### config.mk
export PLATFORM = sky130hd
export DESIGN_NAME = lpht_fnv
export DESIGN_NICKNAME = d
export VERILOG_FILES = /design/src/rtl/lpht_pkg.sv /design/src/rtl/lpht_fnv.sv
export SDC_FILE = /design/constraint.sdc
export NUM_CORES = 1
export LEC_CHECK = 0
export ABC_AREA = 1
export BUFFER_PORTS_ARGS = -buffer_cell sky130_fd_sc_hd__buf_2
export CORE_MARGIN = 2
export CORE_UTILIZATION = 35
export DETAILED_ROUTE_END_ITERATION = 10
export PLACE_DENSITY = 0.53
export SLEW_MARGIN = 20
export SYNTH_ARGS = -nofsm -noshare
export SYNTH_HDL_FRONTEND = slang
export SYNTH_SLANG_ARGS = --single-unit
### constraint.sdc
create_clock -name clk -period 4.9 [get_ports clk]
set_input_delay 0.98 -clock clk [delete_from_list [all_inputs] [get_ports clk]]
set_output_delay 0.98 -clock clk [all_outputs]
set_load 0.01 [all_outputs]
### src/rtl/lpht_pkg.sv
// Shared types and constants for the linear-probe hash table.
// No dependencies.
`timescale 1ns / 1ps

package lpht_pkg;

    localparam logic [1:0] ACT_LOOKUP = 2'd0;
    localparam logic [1:0] ACT_INSERT = 2'd1;
    localparam logic [1:0] ACT_DELETE = 2'd2;

    localparam logic [1:0] ST_DONE   = 2'd0;
    localparam logic [1:0] ST_ABSENT = 2'd1;
    localparam logic [1:0] ST_FULL   = 2'd2;

    localparam logic [31:0] FNV_BASIS = 32'd2166136261;
    localparam logic [31:0] HASH_MULT = 32'd16777619;

    localparam int          LIMIT_W     = 11;
    localparam logic [10:0] LIMIT_RESET = 11'd717;

    typedef struct packed {
        logic [1:0]  action;
        logic [31:0] key;
        logic [31:0] value_in;
    } req_t;

    typedef struct packed {
        logic [1:0]  status;
        logic [31:0] value_out;
        logic [10:0] entries_held;
    } res_t;

endpackage

### src/rtl/lpht_fnv.sv
// FNV-1a over the four key bytes, one byte per cycle, giving the home slot.
// Depends on lpht_pkg.
`timescale 1ns / 1ps

module lpht_fnv
    import lpht_pkg::*;
#(
    parameter int AW = 10
) (
    input  logic          clk,
    input  logic          rst_n,
    input  logic          go,
    input  logic [31:0]   key,
    output logic          done,
    output logic [AW-1:0] home
);

    logic        run_reg;
    logic        done_reg;
    logic [1:0]  cnt_reg;
    logic [31:0] h_reg;
    logic [31:0] k_reg;
    logic [31:0] h_mix;

    assign h_mix = 32'((h_reg ^ {24'd0, k_reg[7:0]}) * HASH_MULT);

    always_ff @(posedge clk or negedge rst_n)
    begin
        if (!rst_n)
        begin
            run_reg  <= 1'b0;
            done_reg <= 1'b0;
            cnt_reg  <= 2'd0;
        end
        else if (go)
        begin
            run_reg  <= 1'b1;
            done_reg <= 1'b0;
            cnt_reg  <= 2'd0;
        end
        else if (run_reg)
        begin
            cnt_reg <= cnt_reg + 2'd1;
            if (cnt_reg == 2'd3)
            begin
                run_reg  <= 1'b0;
                done_reg <= 1'b1;
            end
        end
        else
        begin
            done_reg <= 1'b0;
        end
    end

    always_ff @(posedge clk)
    begin
        if (go)
        begin
            h_reg <= FNV_BASIS;
            k_reg <= key;
        end
        else if (run_reg)
        begin
            h_reg <= h_mix;
            k_reg <= k_reg >> 8;
        end
    end

    assign done = done_reg;
    assign home = h_reg[AW-1:0];

endmodule

==> results.md <==
- Outcome: finished, final reports clean
- Warnings, synthesis: 0
- Placement Setup Slack: 1.42 ns
- Power density over the cells: 699 nW/µm²
- Final hold violation count: 0
- Initial antenna violation count: 0
- Syn avg cell area: 8.47 µm²
- I/O Buffers: 45
- CTS Buf Count: 5
- Post-synth ARST share: 0.0870
- Starting Density: 0.363
- Worst slew pin tran: 0.686 ns
- CP peak stage delay: 0.53 ns
- WHS: 0.468 ns
- Leak pwr: 1.79 nW
- WS Path Type: flip-flop to flip-flop
- FF+latch count, synth: 46
- Synthesized area: 2810 µm²
- N_diodes: 0
- Reg clk slew, reported paths: 0.09 ns
- Pin count of the biggest net entering global routing: 36
- Worst vdd ir: 0.266 mV
- Height of the chip: 93.5 µm
- Max Clock Skew: 0.0105 ns
- R2R Setup Slk: 1.42 ns
- EDFF count, synth: 32
- H-tree depth: 2
- All-Layer GR Usage: 0.127
- Ys flop type: edfxtp_1
- Post-CTS setup repair buffer count: 0
- Endpoints failing setup: 0
- Max reg flops: 32
- Worst-path maximum fanout: 4
- Grt ovf: 0
- CP required: 5.10 ns
- Clk Latency, worst-skew pair: 0.30 ns
- Net Count, Synth: 400
- CTS tree: done
- Post-DP HPWL: 3820 µm
- Mapped Cells: 331
- Final worst slack: 1.42 ns
- Layout filler cell count: 789
- Vias in the first global route: 2,052
- Global placer's final weighted congestion: 0.746
- Max clock buf depth: 2
- Distinct cell type count after synthesis: 26
- Area delta synth->final: 15.1%
- Worst setup EP type: flip-flop
- Crit path DAT: 3.68 ns
- Post-synthesis sequential area ratio: 0.450
- Worst hold path class: input pin to async pin
- Clock sink total: 46
- Num rows: 32
- Root Buffer: clkbuf_8
- Slew Limit Fails: 0
- Via count: 2,030
- First-pass GRT wire length: 8850 µm
- Most frequent cells in the layout: 130 x nand2_1, 56 x inv_1, 45 x buf_2, 32 x edfxtp_1, 31 x ha_1
- Total routed wirelength: 4960 µm
- Critical path's slowest cell: fa_1
- Cells along the critical path: or2_2, nand2_1, inv_1, ha_1, ha_1, ha_1, ha_1, inv_1, fa_1, inv_1, ha_1, a21oi_1, nand3_1, nand3_1, nand2_1
- First-pass DRT Iterations: 4
- # Max-Cap Violations: 0
- Post-CTS resize count: 0
- Most common cell after layout, fill and taps aside: nand2_1
- Area of the die: 8750 µm²
- WL/cell: 10.3 µm
- RSZ-0062 raised after global routing: false
- Drt drc: 0
- Final Cycle Share: 0.711
- Highest achievable clock rate: 287 MHz
- Share of cells above drive strength 1: 0.187
- Max_slew headroom: 0.543
- Final setup TNS: 0 ns
- Post-DRT Antenna Nets: 0
- CTS Hold Bufs: 0
- # IOs: 46
- Core Area: 7730 µm²
- Die Wd: 93.5 µm
- Most frequent cell on the critical path: ha_1
- Fin nets: 447
- Startpoint types: flip-flop
- Initial DRC Count: 47
- Tmin final: 3.48 ns
- Vias per inst: 4.22
cells by family (layout without fill, tap and decap cells):
kind of cell | after synthesis | in the layout | synth area share
compound gates | 14 | 14 | 0.0308
xor+xnor | 8 | 8 | 0.0250
fa+ha+maj | 34 | 34 | 0.160
buf+inv | 66 | 114 | 0.0901
flops | 46 | 46 | 0.450
simple gates | 163 | 163 | 0.245
per-stage QoR:
stage	std cells	power, mW	area [µm²]	utilization
after global placement	473	2.03	3140	0.406
after CTS	481	2.30	3230	0.418
after detailed placement	473	2.05	3140	0.406
after floorplan	331	1.76	2810	-
final	481	2.26	3230	0.418
after global routing	481	2.60	3230	0.418
area by class of cell:
class                      instances  area (µm²)  area share
clock buffer                       5        68.8      0.0213
clock inverter                     3        22.5     0.00697
inverter                          60         225      0.0697
multi-input combinational        219        1290       0.400
sequential                        46        1260       0.391
tap                              102         128      0.0395
timing repair buffer              46         233      0.0721
cells in the mapped netlist, drive strengths merged, types with 4 or more instances:
cell | instances | area (µm²)
a21oi | 4 | 20.0
clkbuf | 4 | 15.0
dfrtp | 4 | 100
dfxtp | 10 | 200
edfxtp | 32 | 961
ha | 31 | 388
inv | 59 | 221
nand2 | 139 | 554
nand3 | 10 | 55.1
nor2 | 13 | 71.3
o22ai | 4 | 25.0
xnor2 | 5 | 43.8
where the power goes:
group          leakage, nW  internal (mW)  switching [mW]
clock               0.0489          0.103           0.137
combinational         1.25          0.626           0.847
sequential           0.489          0.497          0.0452
total                 1.79           1.23            1.03
critical path: cells and delay by family, from the launching register on:
kind                     cells  cell delay (ns)
AND/OR/NAND/NOR              5             0.64
AO/OA/AOI/OAI                1             0.21
adder cells (fa/ha/maj)      6             2.00
flip-flops                   1             0.40
buffers and inverters        3             0.15
final timing paths:
check                                       from  cells past startpoint               endpoint
setup / recovery              k_reg[0]$_DFFE_PP_                     15  h_reg[9]$_SDFFE_PP0P_
hold / removal                             rst_n                      1       done$_DFFE_PN0P_
setup reg to reg              k_reg[0]$_DFFE_PP_                     15  h_reg[9]$_SDFFE_PP0P_
hold reg to reg            h_reg[4]$_SDFFE_PP0P_                      2  h_reg[4]$_SDFFE_PP0P_
max in group asynchronous                  rst_n                      1      run_reg$_DFF_PN0_
min in group clk           h_reg[4]$_SDFFE_PP0P_                      2  h_reg[4]$_SDFFE_PP0P_
layer usage:
metal  up-vias  track usage  share of wire
li1       1128            -              -
met1       863        0.156           0.47
met2        35        0.225           0.49
met3         4       0.0298          0.040
met4         0       0.0294         0.0073
met5         -            0              0
Power figures use the tool's default switching activity.
