**src/rtl/lpht_ram.sv**
```systemverilog
// Generic single-port-write, single-port-read RAM with registered read.
// No dependencies.
`timescale 1ns / 1ps

module lpht_ram #(
    parameter int WIDTH = 8,
    parameter int DEPTH = 16
) (
    input  logic                     clk,
    input  logic                     we,
    input  logic [$clog2(DEPTH)-1:0] waddr,
    input  logic [WIDTH-1:0]         wdata,
    input  logic [$clog2(DEPTH)-1:0] raddr,
    output logic [WIDTH-1:0]         rdata
);

    logic [WIDTH-1:0] mem [DEPTH];
    logic [WIDTH-1:0] rdata_reg;

    always_ff @(posedge clk)
    begin
        if (we)
        begin
            mem[waddr] <= wdata;
        end
        rdata_reg <= mem[raddr];
    end

    assign rdata = rdata_reg;

endmodule

```
**config.mk**
```make
export PLATFORM = sky130hd
export DESIGN_NAME = lpht_ram
export DESIGN_NICKNAME = d
export VERILOG_FILES = /design/src/rtl/lpht_ram.sv
export SDC_FILE = /design/constraint.sdc
export NUM_CORES = 1
export LEC_CHECK = 0
export BUFFER_PORTS_ARGS = -buffer_cell sky130_fd_sc_hd__buf_2
export CAP_MARGIN = 20
export CORE_MARGIN = 10
export CORE_UTILIZATION = 50
export CTS_CLUSTER_DIAMETER = 200
export DETAILED_ROUTE_END_ITERATION = 10
export PLACE_DENSITY = 0.67
export SLEW_MARGIN = 20
export SYNTH_ARGS = -nofsm -noshare
export SYNTH_HDL_FRONTEND = slang
export SYNTH_SLANG_ARGS = --single-unit
```
**constraint.sdc**
```tcl
create_clock -name clk -period 2.1 [get_ports clk]
set_input_delay 0.42 -clock clk [delete_from_list [all_inputs] [get_ports clk]]
set_output_delay 0.42 -clock clk [all_outputs]
set_load 0.01 [all_outputs]
```
==> results of run 1 <==
[critical path: stages]
cell	delay [ps]
buf_2	210
buf_4	300
mux4_1	590
a22oi_1	230
nand2_1	90
[power groups by stage]
stage                     registers, µW  clock network [µW]  logic, µW
after detailed placement           3110                   0        297
after global routing               3060                3020        320
after CTS                          3050                2890        298
final                              3050                2850        293
after floorplan                    3110                   0        154
after global placement             3110                   0        288
[layout make-up]
class / count / area (µm²)
Clock buffer: 17 / 414
Clock inverter: 15 / 160
Fill cell: 718 / 3770
Multi-Input combinational cell: 83 / 1060
Sequential cell: 136 / 4000
Tap cell: 133 / 166
Timing Repair Buffer: 50 / 338
[worst max-delay path by stage]
stage | slack [ps] | cells after the start | startpoint | endpoint
3_5_place_dp | 140 | 5 | raddr[0] | rdata[5]$_DFF_P_
3_3_place_gp | 190 | 5 | raddr[0] | rdata[2]$_DFF_P_
6_report | 640 | 5 | raddr[0] | rdata[5]$_DFF_P_
5_1_grt | 570 | 5 | raddr[0] | rdata[5]$_DFF_P_
4_1_cts | 610 | 1 | rdata[0]$_DFF_P_ | rdata[0]
2_1_floorplan | 190 | 2 | waddr[2] | mem[0][0]$_DFFE_PP_
[metal layers]
layer / share of wire, % / wire length, µm / vias up / global-route usage, %
li1: - / - / 1089 / -
met1: 41 / 4240 / 1275 / 19.4
met2: 49 / 5010 / 107 / 23.2
met3: 8.9 / 912 / 9 / 5.12
met4: 1.2 / 119 / 0 / 6.78
met5: 0 / 0 / - / 0
[per-stage QoR]
| stage | area (µm²) | std cells | hold WS, ps | utilization, % |
|---|---|---|---|---|
| after global routing | 6140 | 434 | 280 | 62.0 |
| after detailed placement | 5570 | 402 | 667 | 56.2 |
| after CTS | 6140 | 434 | 265 | 62.0 |
| after global placement | 5570 | 402 | 643 | 56.2 |
| after floorplan | 5150 | 229 | 519 | - |
| final | 6140 | 434 | 290 | 62.0 |
[cell usage in the layout (no fill, tap or decap), types with 2 or more instances in the layout]
cell / count
nand3b_1: 2
edfxtp_1: 128
nand2_1: 9
bufinv_16: 3
dfxtp_1: 8
nor2_1: 13
clkinv_4: 2
mux4_1: 14
clkbuf_16: 16
nor3_1: 4
buf_4: 23
clkinv_2: 3
a22oi_1: 16
clkinvlp_4: 3
mux4_2: 18
buf_2: 25
buf_12: 2
nand2b_1: 2
clkinv_1: 4
[synth_stat cells (all sizes together)]
cell type / instances
mux4: 32
nand2: 9
clkdlybuf4s25: 3
dfxtp: 8
a22oi: 16
buf: 7
nand2b: 2
and2: 1
nand3b: 2
nand3: 1
nor2: 13
nor2b: 1
or3b: 1
edfxtp: 128
nor3: 4
and2b: 1
[cell families (layout without fill, tap and decap cells)]
family,count (synthesis),in the layout,synth area share (%)
muxes,32,32,15.0
AOI/OAI and AO/OA,16,16,2.33
and+or+nand+nor,35,35,3.18
DFF,136,136,77.8
buffers and inverters,10,82,1.68
==> impl_metrics.py, run 1 <==
metrics = {
    "placed_design": {
        "gp_congestion": 0.743,
        "pre_cts_ws_ps": 136,
        "io_buffers": 25,
        "hpwlAfterDp_um": 6620,
    },
    "final_layout": {
        "area_delta_synth_final_pct": 19.3,
        "largest_register_ffs": 128,
        "layout-drive-gt1-share_pct": 32.2,
        "final_nets": 306,
        "diodes": 0,
    },
    "yosys": {
        "synth_area_um2": 5150,
        "synth_area_leader_cell": "edfxtp_1",
        "synth.net_count": 247,
        "synth_top_area_share_pct": 74.7,
        "syn_inst": 229,
        "synth_seq_cells": 136,
        "synthTopCellsByArea": "edfxtp_1 75%, mux4_2 7.9%, mux4_1 7.1%, dfxtp_1 3.1%, a22oi_1 2.3%",
        "synth.distinct_cells": 19,
        "yosysSeqAreaShare_pct": 77.8,
        "avgSynthCellArea_um2": 22.5,
        "yosysWarningCount": 0,
    },
    "critical_path": {
        "path_max_fanout": 12,
        "ff2ff_path_depth": 3,
        "cp.arrival_ps": 1850,
        "critPathCaptureType": "register",
        "worstSetupPathType": "in2reg",
        "crit-reg2reg-launch": "mem[3][6]$_DFFE_PP_",
        "required_ps": 2490,
        "critPathLaunchType": "primary input",
        "r2r-end": "rdata[6]$_DFF_P_",
        "r2r_setup_slack_ps": 700,
    },
    "power_and_ir_drop": {
        "power.leakage_uw": 0.00211,
        "power_frac_comb_pct": 4.7,
        "internal-power_uw": 4950,
        "power_uw": 6200,
        "power.share.clock_pct": 46.0,
        "switchingPower_uw": 1250,
        "vdd_drop_max_mv": 0.619,
        "seq_power_share_pct": 49.3,
        "p_per_area_nw_per_um2": 1010,
        "p_sw_share_pct": 20.2,
    },
    "detailed_routing": {
        "drtIter0Drc": 197,
        "finalWirelength_um": 10300,
        "drt-pass1-iter-count": 4,
        "ant_nets": 0,
        "wl_per_cell_um": 23.7,
        "drc_errors": 0,
        "vias": 2480,
        "vias_per_cell": 5.71,
    },
    "clocking": {
        "cts_tree": "built",
        "ctsRootBufferMaster": "clkbuf_8",
        "hold_buffers": 0,
        "cts_setup_buffers": 0,
        "htreeDepth": 4,
        "insertion_delay_ps": 510,
        "cts_inserted_buffers": 17,
        "clkSinkCount": 136,
        "clkTransAtPathRegs_ps": 60,
        "cts_resized": 0,
        "cts_buffer_depth": 2,
    },
    "sta": {
        "setup_viol": 0,
        "finalHoldViolations": 0,
        "slew_headroom_pct": 69.4,
        "tightest_slew_ps": 457,
        "finalMaxSlewViolations": 0,
        "fin_worst_skew_ps": 4.98,
        "rsz0062_at_grt": "no",
        "period_share_pct": 69.6,
        "maxClockFrequency_mhz": 684,
        "min_period_ps": 1460,
        "fin_tns_setup_ps": 0,
        "worst_slack_ps": 639,
    },
    "die": {
        "die_h_um": 121,
        "io_pins": 26,
        "initial_core_util_pct": 51.9,
        "core_um2": 9910,
        "die_w_um": 121,
        "die_area_um2": 14800,
        "rows": 36,
    },
    "global_route": {
        "grt-ovfl-total": 0,
        "antenna_found_initial": 0,
        "grt_pass1_vias": 2676,
        "track_usage_pct": 15.2,
        "grt_pass1_wl_um": 16100,
        "grt_max_degree": 33,
    },
    "run_status": {
        "outcome": "completed",
    },
    "run": {
        "drv_cap": 0,
    },
    "hold_path": {
        "worstHoldStart": "wdata[3]",
        "hp-class": "in2reg",
        "min_to": "mem[3][3]$_DFFE_PP_",
        "hold_depth": 1,
    },
}
Note: power is estimated with default switching activity, not from simulation.
==> run 2: changes to the inputs <==
- PLACE_DENSITY: 0.67 -> 0.7
- clock period: 2.1 -> 1.2 ns (I/O delays scaled with it)
==> impl_metrics.py, run 2 (synthesis gave the netlist of run 1 again) <==
metrics = {
    "critical_path": {
        "critPathLaunchType": "register",
        "r2r_setup_slack_ps": -130,
        "cp.arrival_ps": 1720,
        "crit-reg2reg-launch": "mem[3][4]$_DFFE_PP_",
        "cp-endpoint": "rdata[4]$_DFF_P_",
        "r2r-end": "rdata[4]$_DFF_P_",
        "ff2ff_path_depth": 3,
        "required_ps": 1590,
        "path_max_fanout": 1,
        "worstSetupPathType": "reg2reg",
        "crit_start": "mem[3][4]$_DFFE_PP_",
        "critPathCaptureType": "register",
    },
    "sta": {
        "worst_slack_ps": -131,
        "maxClockFrequency_mhz": 751,
        "slew_headroom_pct": 35.5,
        "finalMaxSlewViolations": 0,
        "setup_viol": 10,
        "rsz0062_at_grt": "yes",
        "hold_ws_ps": 122,
        "finalHoldViolations": 0,
        "min_period_ps": 1330,
        "tightest_slew_ps": 964,
        "fin_worst_skew_ps": 8.73,
        "period_share_pct": 111,
    },
    "die": {
        "io_pins": 26,
        "die_h_um": 121,
        "initial_core_util_pct": 51.9,
        "die_area_um2": 14800,
        "rows": 36,
        "core_um2": 9910,
        "die_w_um": 121,
    },
    "hold_path": {
        "hp-class": "in2reg",
    },
    "clocking": {
        "cts_buffer_depth": 2,
        "ctsRootBufferMaster": "clkbuf_8",
        "insertion_delay_ps": 510,
        "cts_setup_buffers": 0,
        "hold_buffers": 0,
        "clkSinkCount": 136,
        "htreeDepth": 4,
        "cts_tree": "built",
        "cts_inserted_buffers": 17,
        "clkTransAtPathRegs_ps": 60,
    },
    "run_status": {
        "outcome": "complete, but fails checks",
        "violations": "setup timing",
    },
    "global_route": {
        "track_usage_pct": 14.5,
        "grt_max_degree": 18,
        "grt-ovfl-total": 0,
        "grt_pass1_wl_um": 15600,
        "grt_pass1_vias": 2679,
        "antenna_found_initial": 0,
    },
    "detailed_routing": {
        "drc_errors": 0,
        "ant_nets": 0,
        "finalWirelength_um": 10000,
        "vias": 2463,
        "wl_per_cell_um": 22.6,
        "vias_per_cell": 5.56,
        "drtIter0Drc": 212,
        "drt-pass1-iter-count": 4,
    },
    "final_layout": {
        "final_common_cell": "edfxtp_1",
        "mostFrequentLayoutCells": "128 x edfxtp_1, 32 x mux4_2, 26 x buf_4, 19 x buf_2, 16 x clkbuf_16",
        "final_nets": 316,
        "design_area_um2": 6400,
        "layout-drive-gt1-share_pct": 47.1,
        "final_util_pct": 64.6,
        "fillerInstances": 680,
        "diodes": 0,
        "largest_register_ffs": 128,
        "area_delta_synth_final_pct": 24.3,
    },
    "placed_design": {
        "io_buffers": 25,
        "gp_congestion": 0.756,
        "hpwlAfterDp_um": 6540,
        "dpl-instance-area_um2": 5750,
    },
    "run": {
        "drv_cap": 0,
    },
    "power_and_ir_drop": {
        "vdd_drop_max_mv": 1.04,
        "power.leakage_uw": 0.00214,
        "p_per_area_nw_per_um2": 1720,
    },
}
run 2: changes by cell type in the layout (fill, tap and decap cells not counted), sizes merged:
cell	change
buf	+10
inv	+1
clkbuf	+1
clkinv	-3
run 2: what timing repair did:
| item | in CTS | in global routing |
|---|---|---|
| endpoints found under the setup margin | 14 | 15 |
| resized for setup | 17 | 5 |
| pin swaps | 5 | 7 |
run 2: per-layer routing:
metal  GRT usage (%)  up-vias  part of all wire (%)
met5               0        -                     0
met2            22.9       58                    51
met3            4.47        9                   4.8
li1                -     1099                     -
met1            18.8     1297                    43
met4            4.55        0                  0.83
run 2: cell type report:
| class | instances | area (µm²) | share of cell area (%) |
|---|---|---|---|
| Sequential cell | 136 | 4010 | 62.7 |
| Clock inverter | 13 | 155 | 2.43 |
| Tap cell | 133 | 166 | 2.60 |
| Timing Repair Buffer | 60 | 538 | 8.41 |
| Clock buffer | 18 | 418 | 6.53 |
| Multi-Input combinational cell | 83 | 1110 | 17.3 |
run 2: where the power goes:
group / switching, µW / leakage [µW] / internal (µW)
registers: 39.8 / 0.00122 / 5320
clock network: 1860 / 0.000270 / 3130
logic: 323 / 0.000649 / 305
run 2: critical path: stages, from the launching register on:
cell and delay (ps):
edfxtp_1 360, mux4_2 500, a22oi_2 270, nand2_1 80
run 2: worst min path at each step:
stage / from / end / cells past startpoint
2_1_floorplan: wdata[0] / mem[0][0]$_DFFE_PP_ / 0
3_3_place_gp: wdata[6] / mem[2][6]$_DFFE_PP_ / 1
3_5_place_dp: rdata[4]$_DFF_P_ / rdata[4] / 1
4_1_cts: wdata[7] / mem[5][7]$_DFFE_PP_ / 1
5_1_grt: wdata[1] / mem[0][1]$_DFFE_PP_ / 1
6_report: wdata[1] / mem[13][1]$_DFFE_PP_ / 1
run 2: through the flow:
step	total power, µW	cells	worst slack [ps]	setup TNS [ps]
finish	11000	443	-131	-571
global route	11300	443	-229	-1160
CTS	11000	443	-123	-632
detailed placement	6040	413	-491	-28840
global placement	6020	413	-438	-27110
floorplan	5750	229	-173	-3850
==> run 3: changes to the inputs <==
- CORE_MARGIN: 10 -> 2
==> impl_metrics.py, run 3 (synthesis gave the netlist of run 1 again) <==
metrics = {
    "run_status": {
        "outcome": "complete, but fails checks",
        "violations": "setup timing",
    },
    "detailed_routing": {
        "finalWirelength_um": 9700,
        "drc_errors": 0,
        "vias": 2502,
        "vias_per_cell": 5.51,
        "wl_met1_um": 4180,
        "drt-pass1-iter-count": 5,
        "top_layer_used": "met4",
        "drtIter0Drc": 167,
        "wl_per_cell_um": 21.4,
        "ant_nets": 0,
        "met3_length_um": 611,
        "wl_met2_um": 4770,
    },
    "final_layout": {
        "final_util_pct": 63.0,
        "layout-drive-gt1-share_pct": 47.2,
        "final_nets": 324,
        "largest_register_ffs": 128,
        "diodes": 0,
        "final_common_cell": "edfxtp_1",
        "mostFrequentLayoutCells": "128 x edfxtp_1, 35 x buf_4, 32 x mux4_2, 22 x buf_2, 16 x clkbuf_16",
        "fillerInstances": 685,
        "area_delta_synth_final_pct": 24.1,
    },
    "sta": {
        "slew_headroom_pct": 30.2,
        "maxClockFrequency_mhz": 780,
        "fin_worst_skew_ps": 14.3,
        "tightest_slew_ps": 1040,
        "finalMaxSlewViolations": 0,
        "fin_tns_setup_ps": -375,
        "rsz0062_at_grt": "yes",
        "period_share_pct": 107,
        "hold_ws_ps": 117,
        "finalHoldViolations": 0,
        "worst_slack_ps": -81.9,
        "setup_viol": 9,
        "min_period_ps": 1280,
    },
    "die": {
        "initial_core_util_pct": 50.8,
        "die_area_um2": 11100,
        "rows": 37,
        "io_pins": 26,
        "die_w_um": 105,
        "core_um2": 10100,
        "die_h_um": 105,
    },
    "power_and_ir_drop": {
        "vdd_drop_max_mv": 0.928,
        "power.leakage_uw": 0.00217,
        "p_per_area_nw_per_um2": 1650,
    },
    "global_route": {
        "grt-ovfl-total": 0,
        "grt_pass1_wl_um": 15200,
        "antenna_found_initial": 0,
        "grt_max_degree": 18,
        "track_usage_pct": 19.3,
        "grt_pass1_vias": 2625,
    },
    "clocking": {
        "cts_buffer_depth": 2,
        "cts_setup_buffers": 0,
        "cts_tree": "built",
        "hold_buffers": 0,
        "cts_inserted_buffers": 17,
        "insertion_delay_ps": 510,
        "ctsRootBufferMaster": "clkbuf_8",
        "htreeDepth": 4,
        "clkSinkCount": 136,
        "clkTransAtPathRegs_ps": 60,
    },
    "placed_design": {
        "gp_congestion": 0.766,
        "pre_cts_ws_ps": -444,
        "hpwlAfterDp_um": 6450,
        "io_buffers": 25,
    },
    "critical_path": {
        "worstSetupPathType": "reg2reg",
        "path_max_fanout": 1,
        "required_ps": 1580,
        "critPathLaunchType": "register",
        "critPathCaptureType": "register",
        "cp.arrival_ps": 1660,
    },
    "hold_path": {
        "hp-class": "in2reg",
    },
    "run": {
        "drv_cap": 0,
    },
}
[run 3: metal layers]
layer,vias to the layer above,track usage [%]
met5,-,0
met4,0,6.48
met3,8,5.81
met2,99,29.5
met1,1277,26.9
li1,1118,-
[run 3: metrics by stage]
step	power, µW	instances	instance area (µm²)
floorplan	5750	229	5200
global placement	6010	423	5790
detailed placement	6030	423	5790
CTS	10600	454	6370
global route	10900	454	6390
finish	10500	454	6390
[run 3: timing repair]
item | in CTS | in global routing
gates resized for setup | 12 | 4
hold endpoints to repair | 0 | 0
setup endpoints to repair | 11 | 15
pin swaps | 2 | 2
cloned | 0 | 0
[run 3: worst max-delay path: stages, from the launching register on]
cell	delay (ps)
edfxtp_1	350
mux4_2	490
a22oi_2	240
nand2_1	70
[run 3: where the power goes]
part,internal [µW],switching [µW]
Sequential,5320,32.4
Combinational,297,325
Clock,2880,1690
[run 3: worst paths after layout]
kind	start	end	slack [ps]	cells after the start
setup reg to reg	mem[3][1]$_DFFE_PP_	rdata[1]$_DFF_P_	-80	3
hold / removal	wdata[5]	mem[7][5]$_DFFE_PP_	120	1
setup / recovery	mem[3][1]$_DFFE_PP_	rdata[1]$_DFF_P_	-80	3
hold reg to reg	mem[14][2]$_DFFE_PP_	rdata[2]$_DFF_P_	680	3
[run 3: final cells by class]
| class | instances | area (µm²) | share of cell area (%) |
|---|---|---|---|
| sequential | 136 | 4010 | 62.8 |
| multi-input combinational | 83 | 1110 | 17.4 |
| timing repair buffer | 68 | 567 | 8.88 |
| clock buffer | 26 | 478 | 7.48 |
| tap | 136 | 170 | 2.66 |
| clock inverter | 5 | 50.0 | 0.784 |
